**src/rtl/sbc_pkg.sv**
```systemverilog
// ----------------------------------------------------------------------------
// sbc_pkg
// Shared widths, constants, codes and control structs of the save layout
// block counter.
// ----------------------------------------------------------------------------
package sbc_pkg;

  localparam int FLEN_W      = 22;
  localparam int TOTAL_W     = 21;
  localparam int SECT_W      = 17;
  localparam int HDR_W       = 16;
  localparam int POS_W       = 4;
  localparam int DVD_W       = 23;
  localparam int CNT_W       = 5;
  localparam int CFG_IDX_W   = 2;
  localparam int CFG_DATA_W  = 17;

  localparam int MAX_FILES   = 8;

  localparam logic [SECT_W-1:0]  SECTOR_HDR   = SECT_W'(32);
  localparam logic [SECT_W-1:0]  SECT_MIN     = SECT_W'(64);
  localparam logic [SECT_W-1:0]  SECT_MAX     = SECT_W'(65536);
  localparam logic [SECT_W-1:0]  SECT_RESET   = SECT_W'(8192);
  localparam logic [DVD_W-1:0]   HDR_EXTRA    = DVD_W'(48);
  localparam logic [TOTAL_W-1:0] TOTAL_MAX    = {TOTAL_W{1'b1}};
  localparam logic [POS_W-1:0]   POS_MAX      = {POS_W{1'b1}};
  localparam logic [POS_W-1:0]   POS_LIMIT    = POS_W'(MAX_FILES);

  // configuration register indexes
  localparam logic [CFG_IDX_W-1:0] REG_SECT_LEN    = CFG_IDX_W'(0);
  localparam logic [CFG_IDX_W-1:0] REG_HEADER_SIZE = CFG_IDX_W'(1);

  // divider dividend sources
  localparam logic [1:0] DIV_SRC_HDR   = 2'd0;
  localparam logic [1:0] DIV_SRC_FIRST = 2'd1;
  localparam logic [1:0] DIV_SRC_LATER = 2'd2;

  // what gets added to the running total
  localparam logic [1:0] ADD_ONE   = 2'd0;
  localparam logic [1:0] ADD_QUOT  = 2'd1;
  localparam logic [1:0] ADD_QUOT1 = 2'd2;

  typedef struct packed {
    logic       load_item;
    logic       start_div;
    logic [1:0] div_src;
    logic       accum;
    logic [1:0] add_sel;
    logic       mark_ovf;
    logic       step_pos;
    logic       emit;
  } sbc_cmd_t;

  typedef struct packed {
    logic pos_full;
    logic pos_zero;
    logic div_done;
    logic fits;
    logic last;
  } sbc_sts_t;

endpackage

```
**src/rtl/sbc_in_if.sv**
```systemverilog
// ----------------------------------------------------------------------------
// sbc_in_if
// Input channel: one file length word per handshake.
// ----------------------------------------------------------------------------
interface sbc_in_if;
  logic                       valid;
  logic                       ready;
  logic [sbc_pkg::FLEN_W-1:0] flen;
  logic                       last_file;

  modport source (output valid, output flen, output last_file, input ready);
  modport sink   (input valid, input flen, input last_file, output ready);
endinterface

```
**src/rtl/sbc_out_if.sv**
```systemverilog
// ----------------------------------------------------------------------------
// sbc_out_if
// Result channel: one sector total word per completed save.
// ----------------------------------------------------------------------------
interface sbc_out_if;
  logic                        valid;
  logic                        ready;
  logic [sbc_pkg::TOTAL_W-1:0] total_blocks;
  logic                        too_many_files;

  modport source (output valid, output total_blocks, output too_many_files, input ready);
  modport sink   (input valid, input total_blocks, input too_many_files, output ready);
endinterface

```
**src/rtl/sbc_div.sv**
```systemverilog
// ----------------------------------------------------------------------------
// sbc_div
// Restoring divider, one quotient bit per cycle. Quotient and remainder hold
// until the next start.
// ----------------------------------------------------------------------------
module sbc_div (
  input  logic                         clk,
  input  logic                         rst_n,
  input  logic                         start,
  input  logic [sbc_pkg::DVD_W-1:0]    dividend,
  input  logic [sbc_pkg::SECT_W-1:0]   divisor,
  output logic                         done,
  output logic [sbc_pkg::DVD_W-1:0]    quot,
  output logic [sbc_pkg::SECT_W-1:0]   rem
);

  logic [sbc_pkg::DVD_W-1:0]  dvd_r, dvd_nxt;
  logic [sbc_pkg::SECT_W-1:0] dvs_r, dvs_nxt;
  logic [sbc_pkg::SECT_W-1:0] rem_r, rem_nxt;
  logic [sbc_pkg::CNT_W-1:0]  cnt_r, cnt_nxt;
  logic                       busy_r, busy_nxt;
  logic                       done_r, done_nxt;
  logic [sbc_pkg::SECT_W:0]   rem_sh;
  logic [sbc_pkg::SECT_W:0]   rem_diff;
  logic                       q_bit;

  always_comb begin
    rem_sh   = {rem_r, dvd_r[sbc_pkg::DVD_W-1]};
    rem_diff = rem_sh - {1'b0, dvs_r};
    q_bit    = (rem_sh >= {1'b0, dvs_r});
    dvd_nxt  = dvd_r;
    dvs_nxt  = dvs_r;
    rem_nxt  = rem_r;
    cnt_nxt  = cnt_r;
    busy_nxt = busy_r;
    done_nxt = 1'b0;
    if (start) begin
      dvd_nxt  = dividend;
      dvs_nxt  = divisor;
      rem_nxt  = '0;
      cnt_nxt  = sbc_pkg::CNT_W'(sbc_pkg::DVD_W);
      busy_nxt = 1'b1;
    end else if (busy_r) begin
      // quotient bits shift in where dividend bits leave
      dvd_nxt = {dvd_r[sbc_pkg::DVD_W-2:0], q_bit};
      rem_nxt = q_bit ? rem_diff[sbc_pkg::SECT_W-1:0] : rem_sh[sbc_pkg::SECT_W-1:0];
      cnt_nxt = cnt_r - sbc_pkg::CNT_W'(1);
      if (cnt_r == sbc_pkg::CNT_W'(1)) begin
        busy_nxt = 1'b0;
        done_nxt = 1'b1;
      end
    end
  end

  always_ff @(posedge clk) begin
    dvd_r <= dvd_nxt;
    dvs_r <= dvs_nxt;
    rem_r <= rem_nxt;
    if (!rst_n) begin
      cnt_r  <= '0;
      busy_r <= 1'b0;
      done_r <= 1'b0;
    end else begin
      cnt_r  <= cnt_nxt;
      busy_r <= busy_nxt;
      done_r <= done_nxt;
    end
  end

  assign done = done_r;
  assign quot = dvd_r;
  assign rem  = rem_r;

endmodule

```
**src/rtl/sbc_dp.sv**
```systemverilog
// ----------------------------------------------------------------------------
// sbc_dp
// Datapath: configuration registers, item latch, divider operand selection,
// running total, file position, overflow flag and result register.
// ----------------------------------------------------------------------------
module sbc_dp (
  input  logic                              clk,
  input  logic                              rst_n,
  input  logic                              cfg_we,
  input  logic [sbc_pkg::CFG_IDX_W-1:0]     cfg_index,
  input  logic [sbc_pkg::CFG_DATA_W-1:0]    cfg_wdata,
  input  logic [sbc_pkg::FLEN_W-1:0]        in_flen,
  input  logic                              in_last_file,
  input  sbc_pkg::sbc_cmd_t                 cmd,
  output sbc_pkg::sbc_sts_t                 sts,
  output logic [sbc_pkg::TOTAL_W-1:0]       out_total_blocks,
  output logic                              out_too_many_files
);

  logic [sbc_pkg::SECT_W-1:0]      sect_len_r;
  logic [sbc_pkg::HDR_W-1:0]       header_size_r;
  logic [sbc_pkg::FLEN_W-1:0]      size_r;
  logic                            last_r;
  logic [sbc_pkg::TOTAL_W-1:0]     total_r, total_nxt;
  logic [sbc_pkg::POS_W-1:0]       pos_r, pos_nxt;
  logic                            ovf_r, ovf_nxt;
  logic [sbc_pkg::TOTAL_W-1:0]     res_total_r;
  logic                            res_ovf_r;

  logic [sbc_pkg::SECT_W-1:0]      ss;
  logic [sbc_pkg::SECT_W-1:0]      usable;
  logic [sbc_pkg::SECT_W:0]        space;
  logic [sbc_pkg::DVD_W:0]         excess;
  logic [sbc_pkg::DVD_W-1:0]       dividend;
  logic [sbc_pkg::DVD_W-1:0]       round_up;
  logic                            div_done;
  logic [sbc_pkg::DVD_W-1:0]       quot;
  logic [sbc_pkg::SECT_W-1:0]      rem;
  logic [sbc_pkg::DVD_W:0]         addend;
  logic [sbc_pkg::DVD_W:0]         sum;

  function automatic logic [sbc_pkg::SECT_W-1:0] usable_or_ss(
    input logic [1:0]                 src,
    input logic [sbc_pkg::SECT_W-1:0] s,
    input logic [sbc_pkg::SECT_W-1:0] u
  );
    usable_or_ss = (src == sbc_pkg::DIV_SRC_HDR) ? s : u;
  endfunction

  always_comb begin
    if (sect_len_r < sbc_pkg::SECT_MIN) begin
      ss = sbc_pkg::SECT_MIN;
    end else if (sect_len_r > sbc_pkg::SECT_MAX) begin
      ss = sbc_pkg::SECT_MAX;
    end else begin
      ss = sect_len_r;
    end
    usable   = ss - sbc_pkg::SECTOR_HDR;
    round_up = sbc_pkg::DVD_W'(usable) - sbc_pkg::DVD_W'(1);
    // room left in the first sector after the header region, may go negative
    space    = {1'b0, usable} - {1'b0, rem};
    excess   = {2'b00, size_r} - {{(sbc_pkg::DVD_W-sbc_pkg::SECT_W){space[sbc_pkg::SECT_W]}},
                                  space};
    case (cmd.div_src)
      sbc_pkg::DIV_SRC_HDR:   dividend = sbc_pkg::DVD_W'(header_size_r) + sbc_pkg::HDR_EXTRA;
      sbc_pkg::DIV_SRC_FIRST: dividend = excess[sbc_pkg::DVD_W-1:0] + round_up;
      sbc_pkg::DIV_SRC_LATER: dividend = sbc_pkg::DVD_W'(size_r) + round_up;
      default:                dividend = '0;
    endcase
    case (cmd.add_sel)
      sbc_pkg::ADD_ONE:   addend = (sbc_pkg::DVD_W+1)'(1);
      sbc_pkg::ADD_QUOT:  addend = {1'b0, quot};
      sbc_pkg::ADD_QUOT1: addend = {1'b0, quot} + (sbc_pkg::DVD_W+1)'(1);
      default:            addend = '0;
    endcase
    sum = (sbc_pkg::DVD_W+1)'(total_r) + addend;
  end

  sbc_div u_div (
    .clk      (clk),
    .rst_n    (rst_n),
    .start    (cmd.start_div),
    .dividend (dividend),
    .divisor  (usable_or_ss(cmd.div_src, ss, usable)),
    .done     (div_done),
    .quot     (quot),
    .rem      (rem)
  );

  always_comb begin
    total_nxt = total_r;
    pos_nxt   = pos_r;
    ovf_nxt   = ovf_r;
    if (cmd.accum) begin
      total_nxt = (sum > (sbc_pkg::DVD_W+1)'(sbc_pkg::TOTAL_MAX)) ?
                  sbc_pkg::TOTAL_MAX : sum[sbc_pkg::TOTAL_W-1:0];
    end
    if (cmd.mark_ovf) begin
      ovf_nxt = 1'b1;
    end
    if (cmd.step_pos && (pos_r != sbc_pkg::POS_MAX)) begin
      pos_nxt = pos_r + sbc_pkg::POS_W'(1);
    end
    if (cmd.emit) begin
      total_nxt = '0;
      pos_nxt   = '0;
      ovf_nxt   = 1'b0;
    end
  end

  always_ff @(posedge clk) begin
    if (cmd.load_item) begin
      size_r <= in_flen;
      last_r <= in_last_file;
    end
    if (cmd.emit) begin
      res_total_r <= ovf_r ? '0 : total_r;
      res_ovf_r   <= ovf_r;
    end
    if (!rst_n) begin
      sect_len_r    <= sbc_pkg::SECT_RESET;
      header_size_r <= '0;
      total_r       <= '0;
      pos_r         <= '0;
      ovf_r         <= 1'b0;
    end else begin
      if (cfg_we) begin
        case (cfg_index)
          sbc_pkg::REG_SECT_LEN:    sect_len_r    <= cfg_wdata;
          sbc_pkg::REG_HEADER_SIZE: header_size_r <= cfg_wdata[sbc_pkg::HDR_W-1:0];
          default: ;
        endcase
      end
      total_r <= total_nxt;
      pos_r   <= pos_nxt;
      ovf_r   <= ovf_nxt;
    end
  end

  assign sts.pos_full = (pos_r >= sbc_pkg::POS_LIMIT);
  assign sts.pos_zero = (pos_r == '0);
  assign sts.div_done = div_done;
  assign sts.fits     = (size_r == '0) || excess[sbc_pkg::DVD_W] || (excess == '0);
  assign sts.last     = last_r;

  assign out_total_blocks   = res_total_r;
  assign out_too_many_files = res_ovf_r;

endmodule

```
**src/rtl/sbc_ctrl.sv**
```systemverilog
// ----------------------------------------------------------------------------
// sbc_ctrl
// Controller: sequences one file word through header remainder, sector
// division and accumulation, and owns the result valid flag.
// ----------------------------------------------------------------------------
module sbc_ctrl (
  input  logic               clk,
  input  logic               rst_n,
  input  logic               in_valid,
  output logic               in_ready,
  output logic               out_valid,
  input  logic               out_ready,
  input  sbc_pkg::sbc_sts_t  sts,
  output sbc_pkg::sbc_cmd_t  cmd
);

  localparam logic [2:0] S_IDLE   = 3'd0;
  localparam logic [2:0] S_LAUNCH = 3'd1;
  localparam logic [2:0] S_MOD    = 3'd2;
  localparam logic [2:0] S_DIV    = 3'd3;
  localparam logic [2:0] S_FIN    = 3'd4;

  logic [2:0] state_r, state_nxt;
  logic       out_valid_r, out_valid_nxt;
  logic       out_free;

  assign out_free = !out_valid_r || out_ready;

  always_comb begin
    cmd       = '0;
    in_ready  = 1'b0;
    state_nxt = state_r;
    case (state_r)
      S_IDLE: begin
        in_ready = 1'b1;
        if (in_valid) begin
          cmd.load_item = 1'b1;
          state_nxt     = S_LAUNCH;
        end
      end
      S_LAUNCH: begin
        if (sts.pos_full) begin
          cmd.mark_ovf = 1'b1;
          state_nxt    = S_FIN;
        end else if (sts.pos_zero) begin
          cmd.start_div = 1'b1;
          cmd.div_src   = sbc_pkg::DIV_SRC_HDR;
          state_nxt     = S_MOD;
        end else begin
          cmd.start_div = 1'b1;
          cmd.div_src   = sbc_pkg::DIV_SRC_LATER;
          state_nxt     = S_DIV;
        end
      end
      S_MOD: begin
        if (sts.div_done) begin
          if (sts.fits) begin
            cmd.accum   = 1'b1;
            cmd.add_sel = sbc_pkg::ADD_ONE;
            state_nxt   = S_FIN;
          end else begin
            cmd.start_div = 1'b1;
            cmd.div_src   = sbc_pkg::DIV_SRC_FIRST;
            state_nxt     = S_DIV;
          end
        end
      end
      S_DIV: begin
        if (sts.div_done) begin
          cmd.accum   = 1'b1;
          // first file pays one extra sector for the shared one
          cmd.add_sel = sts.pos_zero ? sbc_pkg::ADD_QUOT1 : sbc_pkg::ADD_QUOT;
          state_nxt   = S_FIN;
        end
      end
      S_FIN: begin
        if (!sts.last) begin
          cmd.step_pos = 1'b1;
          state_nxt    = S_IDLE;
        end else if (out_free) begin
          cmd.emit  = 1'b1;
          state_nxt = S_IDLE;
        end
      end
      default: state_nxt = S_IDLE;
    endcase
  end

  always_comb begin
    out_valid_nxt = out_valid_r;
    if (cmd.emit) begin
      out_valid_nxt = 1'b1;
    end else if (out_ready) begin
      out_valid_nxt = 1'b0;
    end
  end

  always_ff @(posedge clk) begin
    if (!rst_n) begin
      state_r     <= S_IDLE;
      out_valid_r <= 1'b0;
    end else begin
      state_r     <= state_nxt;
      out_valid_r <= out_valid_nxt;
    end
  end

  assign out_valid = out_valid_r;

  // a waiting result is never overwritten
  a_no_overwrite: assert property (@(posedge clk) disable iff (!rst_n)
    cmd.emit |-> (!out_valid_r || out_ready))
    else $error("result overwritten while stalled");

  // every accepted word goes through the launch step
  a_accept_launch: assert property (@(posedge clk) disable iff (!rst_n)
    (in_valid && in_ready) |=> (state_r == S_LAUNCH))
    else $error("accepted word skipped launch");

  // divider only started from the launch or remainder step
  a_start_src: assert property (@(posedge clk) disable iff (!rst_n)
    cmd.start_div |-> (state_r == S_LAUNCH || state_r == S_MOD))
    else $error("divider started from wrong state");

  // files beyond the limit never reach the divider
  a_ovf_no_div: assert property (@(posedge clk) disable iff (!rst_n)
    (state_r == S_LAUNCH && sts.pos_full) |-> (!cmd.start_div && cmd.mark_ovf))
    else $error("overflow file was counted");

  // an emit always leaves a valid result behind
  a_emit_valid: assert property (@(posedge clk) disable iff (!rst_n)
    cmd.emit |=> out_valid_r)
    else $error("emitted result not valid");

endmodule

```
**src/rtl/save_layout_block_counter.sv**
```systemverilog
// ----------------------------------------------------------------------------
// save_layout_block_counter
// Counts storage sectors needed by a save made of up to eight sub-files.
// ----------------------------------------------------------------------------
// Usage:
//   in_ch carries one word per sub-file: flen and last_file. When the
//   word marked last_file has been processed, one word appears on out_ch with
//   total_blocks (0 on overflow) and too_many_files.
//   cfg_we/cfg_index/cfg_wdata write the sector length (index 0) and
//   header_size (index 1); write them only while the block is idle.
// Timing:
//   One word at a time. A later file runs from acceptance to ready again
//   through the launch step, the one-bit-per-cycle divider, the accumulate
//   step and the finish step. The first file of a save runs the divider
//   twice (header remainder, then sector count), or once when it fits in
//   the shared sector. Files past the limit skip the divider.
//   A result is visible in the cycle after the finish step.
// Reset:
//   rst_n (synchronous) clears the running save, the result flag and loads
//   sector length 8192, header_size 0.
// Stall:
//   A result waits in its output register; the next save keeps going and
//   only its last word holds in the finish step until the register is free.
// ----------------------------------------------------------------------------
module save_layout_block_counter (
  input  logic                            clk,
  input  logic                            rst_n,
  input  logic                            cfg_we,
  input  logic [sbc_pkg::CFG_IDX_W-1:0]   cfg_index,
  input  logic [sbc_pkg::CFG_DATA_W-1:0]  cfg_wdata,
  sbc_in_if.sink                          in_ch,
  sbc_out_if.source                       out_ch
);

  sbc_pkg::sbc_cmd_t cmd;
  sbc_pkg::sbc_sts_t sts;

  sbc_ctrl u_ctrl (
    .clk       (clk),
    .rst_n     (rst_n),
    .in_valid  (in_ch.valid),
    .in_ready  (in_ch.ready),
    .out_valid (out_ch.valid),
    .out_ready (out_ch.ready),
    .sts       (sts),
    .cmd       (cmd)
  );

  sbc_dp u_dp (
    .clk                (clk),
    .rst_n              (rst_n),
    .cfg_we             (cfg_we),
    .cfg_index          (cfg_index),
    .cfg_wdata          (cfg_wdata),
    .in_flen            (in_ch.flen),
    .in_last_file       (in_ch.last_file),
    .cmd                (cmd),
    .sts                (sts),
    .out_total_blocks   (out_ch.total_blocks),
    .out_too_many_files (out_ch.too_many_files)
  );

endmodule
```
**src/flat_wrapper.sv**
```systemverilog
// flat-port wrapper written by rule: the top's interface ports become plain ports
module save_layout_block_counter_flat 
  (clk, rst_n, cfg_we, cfg_index, cfg_wdata, in_ch_valid, in_ch_flen, in_ch_last_file, in_ch_ready, out_ch_valid, out_ch_total_blocks, out_ch_too_many_files, out_ch_ready);
  sbc_in_if in_ch_i ();
  sbc_out_if out_ch_i ();
  input  logic clk;
  input  logic rst_n;
  input  logic cfg_we;
  input  logic [sbc_pkg::CFG_IDX_W-1:0] cfg_index;
  input  logic [sbc_pkg::CFG_DATA_W-1:0] cfg_wdata;
  input wire logic [$bits(in_ch_i.valid)-1:0] in_ch_valid;
  input wire logic [$bits(in_ch_i.flen)-1:0] in_ch_flen;
  input wire logic [$bits(in_ch_i.last_file)-1:0] in_ch_last_file;
  output wire logic [$bits(in_ch_i.ready)-1:0] in_ch_ready;
  output wire logic [$bits(out_ch_i.valid)-1:0] out_ch_valid;
  output wire logic [$bits(out_ch_i.total_blocks)-1:0] out_ch_total_blocks;
  output wire logic [$bits(out_ch_i.too_many_files)-1:0] out_ch_too_many_files;
  input wire logic [$bits(out_ch_i.ready)-1:0] out_ch_ready;
  assign in_ch_i.valid = in_ch_valid;
  assign in_ch_i.flen = in_ch_flen;
  assign in_ch_i.last_file = in_ch_last_file;
  assign in_ch_ready = in_ch_i.ready;
  assign out_ch_valid = out_ch_i.valid;
  assign out_ch_total_blocks = out_ch_i.total_blocks;
  assign out_ch_too_many_files = out_ch_i.too_many_files;
  assign out_ch_i.ready = out_ch_ready;
  save_layout_block_counter u_core (.clk(clk), .rst_n(rst_n), .cfg_we(cfg_we), .cfg_index(cfg_index), .cfg_wdata(cfg_wdata), .in_ch(in_ch_i), .out_ch(out_ch_i));
endmodule
```
**config.mk**
```make
export PLATFORM = sky130hd
export DESIGN_NAME = save_layout_block_counter_flat
export DESIGN_NICKNAME = d
export VERILOG_FILES = /design/src/rtl/sbc_pkg.sv /design/src/rtl/sbc_in_if.sv /design/src/rtl/sbc_out_if.sv /design/src/rtl/sbc_div.sv /design/src/rtl/sbc_dp.sv /design/src/rtl/sbc_ctrl.sv /design/src/rtl/save_layout_block_counter.sv /design/src/flat_wrapper.sv
export SDC_FILE = /design/constraint.sdc
export NUM_CORES = 1
export LEC_CHECK = 0
export BUFFER_PORTS_ARGS = -buffer_cell sky130_fd_sc_hd__buf_2
export CORE_ASPECT_RATIO = 0.7
export CORE_MARGIN = 2
export CORE_UTILIZATION = 45
export CTS_CLUSTER_SIZE = 10
export DETAILED_ROUTE_END_ITERATION = 16
export GPL_ROUTABILITY_DRIVEN = 0
export GPL_TIMING_DRIVEN = 1
export PLACE_DENSITY = 0.73
export SETUP_SLACK_MARGIN = 0.05
export SYNTH_ARGS = -nofsm -noshare
export SYNTH_HDL_FRONTEND = slang
export SYNTH_HIERARCHICAL = 1
export SYNTH_SLANG_ARGS = --single-unit
```
**constraint.sdc**
```tcl
create_clock -name clk -period 11.6 [get_ports clk]
set_input_delay 0.58 -clock clk [delete_from_list [all_inputs] [get_ports clk]]
set_output_delay 0.58 -clock clk [all_outputs]
set_load 0.02 [all_outputs]
```
==> results by group <==
Power
  • Leakage: 5.91 nW
  • Pwr dens: 271 nW/um^2
  • Total Power: 4.01 mW
  • Worst IR drop on VDD: 0.223 mV

Worst hold path
  • Hold crit path type: input port to flip-flop
  • WHS Path Cells: 1
  • Hold path start: in_ch_flen[9]
  • Min-Delay Endpoint: u_core/u_dp/size_r[9]

STA
  • Fin. Hold Viols: 0
  • Layout Skew: 0.0161 ns
  • Slew margin rel.: 0.174
  • Period utilization: 0.942
  • Hold WS: 0.302 ns
  • Fin worst setup slack: 0.678 ns
  • Slew Viols, Final: 0
  • Least-Margin Pin Slew: 1.23 ns
  • Unrepaired setup endpoints after global routing: no
  • Setup TNS Final: 0 ns
  • Tmin final: 10.92 ns
  • Fmax: 91.6 MHz
  • Setup violators final: 0

Global routing
  • GRT overflow: 0
  • Largest net degree at the start of global routing: 40
  • First-pass GRT wire length: 58100 um
  • Initial antenna violation count: 1
  • Number of global-route vias before repair: 10900
  • GRT Util Overall: 0.235

Logic synthesis
  • Mapped Area: 13500 sq um
  • EDFF count, synth: 85
  • Avg Inst Size Synth: 8.65 sq um
  • Leading area contributor after synthesis: edfxtp_1
  • Post-synthesis cell count: 1560
  • Top cells by area, synth: edfxtp_1 19%, dfxtp_1 13%, ha_1 10%
  • Most common cell in the netlist: nand2_1
  • Top FF cell, synth: dfxtp_1
  • Cell variety after synth: 94
  • Synth Warn #: 6
  • Top post-synthesis cells by count: 185 x nand2_1, 118 x nor2_1, 113 x ha_1, 92 x a21oi_1, 87 x dfxtp_1
  • Seq/Total Area, Yosys: 0.318
  • Async SR Flop Fraction: 0
  • Yosys reg bits: 172
  • Mapped Nets: 1725
  • Top-area cell type share of the netlist area: 0.189

Clock network
  • CTS Buf Count: 17
  • Latest clock arrival within the worst-skew pair: 0.45 ns
  • Clock transition at path regs: 0.08 ns
  • CTS root buf: clkbuf_16
  • Total setup buffers inserted after CTS: 0
  • CTS tree: yes
  • CTS Sinks: 172
  • Clk buf depth: 2
  • CTS H-tree lvls: 4

Final layout
  • Share of cells above drive strength 1: 0.127
  • Fin area: 14800 sq um
  • Final cell count without fillers: 2004
  • Nets@finish: 1771
  • Final core utilization: 0.496
  • Area grow syn2layout: 9.36%
  • Antenna cell count: 0

Die
  • Die Width: 211 um
  • Row count: 53
  • Core ar.: 29800 sq um
  • Die Y: 149 um
  • Top Ports: 71
  • Initial Util: 0.453
  • Full die area: 31400 sq um

Setup path
  • R2r endpoint: u_core/u_dp/u_div/quot[22]
  • Critical path peak fanout: 11
  • Largest stage delay on the critical path: 0.52 ns
  • CP bufs+invs: 3
  • Startpoint types: flip-flop
  • Crit-path slowest cell: or4b_4
  • CP dominant cell by count: a21oi_1
  • Worst setup EP type: flip-flop
  • R2r setup slk: 0.68 ns
  • Critical R2R Launch: u_core/u_dp/sect_len_r[13]
  • Worst-case reg-to-reg path depth: 44
  • Critical path's top delay family: compound AO/OA/AOI/OAI gates
  • Worst endpoint required time: 11.91 ns
  • WP data arrival: 11.23 ns
  • Setup Crit Path Kind: flip-flop to flip-flop
  • Critical Path Source: u_core/u_dp/sect_len_r[13]

Routing
  • Routed Antenna Nets: 0
  • Residual DRC count: 0
  • Final WL: 36700 um
  • Vias post-DR: 11900
  • Post-DR vias/cell: 5.95
  • DR iter-0 viols: 1447
  • Pre-Repair DR Iteration Count: 6
  • DR WL/cell: 18.3 um

Place
  • Buffers on Ports: 70
  • DP HPWL: 28500 um
  • Placed cells: 1972
  • Dpl cell area: 14200 sq um
  • Post-place setup slack: 1.01 ns

Flow run
  • Max-capacitance violation count: 0

Run status
  • Outcome: finished, final reports clean
==> timing repair <==
action                     in CTS  in global routing
resized for setup               0                  1
setup endpoints to repair       0                  1
hold buffers                    0                  0
==> kinds of logic (layout without fill, tap and decap cells) <==
family / count (synthesis) / count (layout) / synth area share
compound gates: 373 / 373 / 0.196
xor+xnor: 129 / 129 / 0.0837
fa+ha+maj: 118 / 118 / 0.112
buf+inv: 141 / 200 / 0.0420
flops: 172 / 172 / 0.318
mux: 35 / 35 / 0.0284
other cells: 1 / 1 / 0.000278
simple gates: 591 / 591 / 0.219
==> flip-flops by register name, indices dropped and copies added (netlist names) <==
name                            count
u_core/u_dp/u_div/rem              17
u_core/u_dp/out_too_many_files      1
u_core/u_dp/u_div/quot             23
u_core/u_dp/ovf_r                   1
u_core/u_dp/pos_r                   4
u_core/u_dp/sect_len_r             17
u_core/u_dp/out_total_blocks       21
u_core/u_dp/size_r                 22
u_core/u_dp/u_div/dvs_r            17
u_core/u_dp/u_div/busy_r            1
u_core/u_dp/u_div/done              1
u_core/u_dp/total_r                21
u_core/u_ctrl/state_r               3
u_core/u_dp/last_r                  1
u_core/u_dp/header_size_r          16
u_core/u_ctrl/out_valid             1
u_core/u_dp/u_div/cnt_r             5
==> where the power goes <==
| part | leakage (nW) | switching [mW] | internal, mW |
|---|---|---|---|
| clock | 0.271 | 0.258 | 0.295 |
| combinational | 4.17 | 1.62 | 1.07 |
| sequential | 1.47 | 0.0670 | 0.692 |
==> how the worst max path moves through the flow <==
stage                            endpoint  slack [ns]  cells after the start
2_1_floorplan  u_core/u_dp/u_div/quot[22]        2.09                     45
3_3_place_gp   u_core/u_dp/u_div/quot[22]        1.46                     44
3_5_place_dp   u_core/u_dp/u_div/quot[22]        1.01                     44
4_1_cts        u_core/u_dp/u_div/quot[22]        0.95                     44
5_1_grt        u_core/u_dp/u_div/quot[22]        0.07                     44
6_report       u_core/u_dp/u_div/quot[22]        0.68                     44
==> cell usage in the layout, fill, tap and decap left out, types with 11 or more instances in the layout <==
cell type | netlist | layout
nand2_1 | 185 | 185
buf_2 | 3 | 70
mux2_2 | 27 | 27
a21o_1 | 29 | 29
o21a_1 | 11 | 11
a21boi_0 | 37 | 37
and2_1 | 17 | 17
nand4_1 | 17 | 17
nand2b_1 | 29 | 29
nor2b_1 | 39 | 38
a22oi_1 | 13 | 13
inv_1 | 83 | 83
buf_4 | 3 | 15
o221a_2 | 22 | 22
xnor2_1 | 71 | 71
ha_1 | 113 | 113
and3_1 | 17 | 17
nand3_1 | 47 | 47
xor2_1 | 58 | 58
nor3_1 | 38 | 38
clkbuf_16 | 0 | 18
dfxtp_1 | 87 | 87
o21ai_0 | 59 | 59
a21oi_1 | 92 | 92
nor4_1 | 17 | 17
edfxtp_1 | 85 | 85
nor2_1 | 118 | 117
==> metal layers <==
| metal | wire [um] | up-vias | share of wire | track usage |
|---|---|---|---|---|
| met4 | 654 | 0 | 0.018 | 0.0620 |
| li1 | - | 5730 | - | - |
| met3 | 3800 | 51 | 0.10 | 0.0514 |
| met2 | 14400 | 522 | 0.39 | 0.323 |
| met1 | 17900 | 5624 | 0.49 | 0.363 |
| met5 | 0 | - | 0 | 0 |
==> final cells by class <==
cell class / count / area, sq um
clock inverters: 11 / 81.3
flip-flops and latches: 172 / 4290
fillers: 2759 / 15000
clock buffers: 21 / 472
inverters: 83 / 312
repair buffers: 85 / 463
well taps: 385 / 482
multi-input cells: 1247 / 8660
Power figures use the tool's default switching activity.
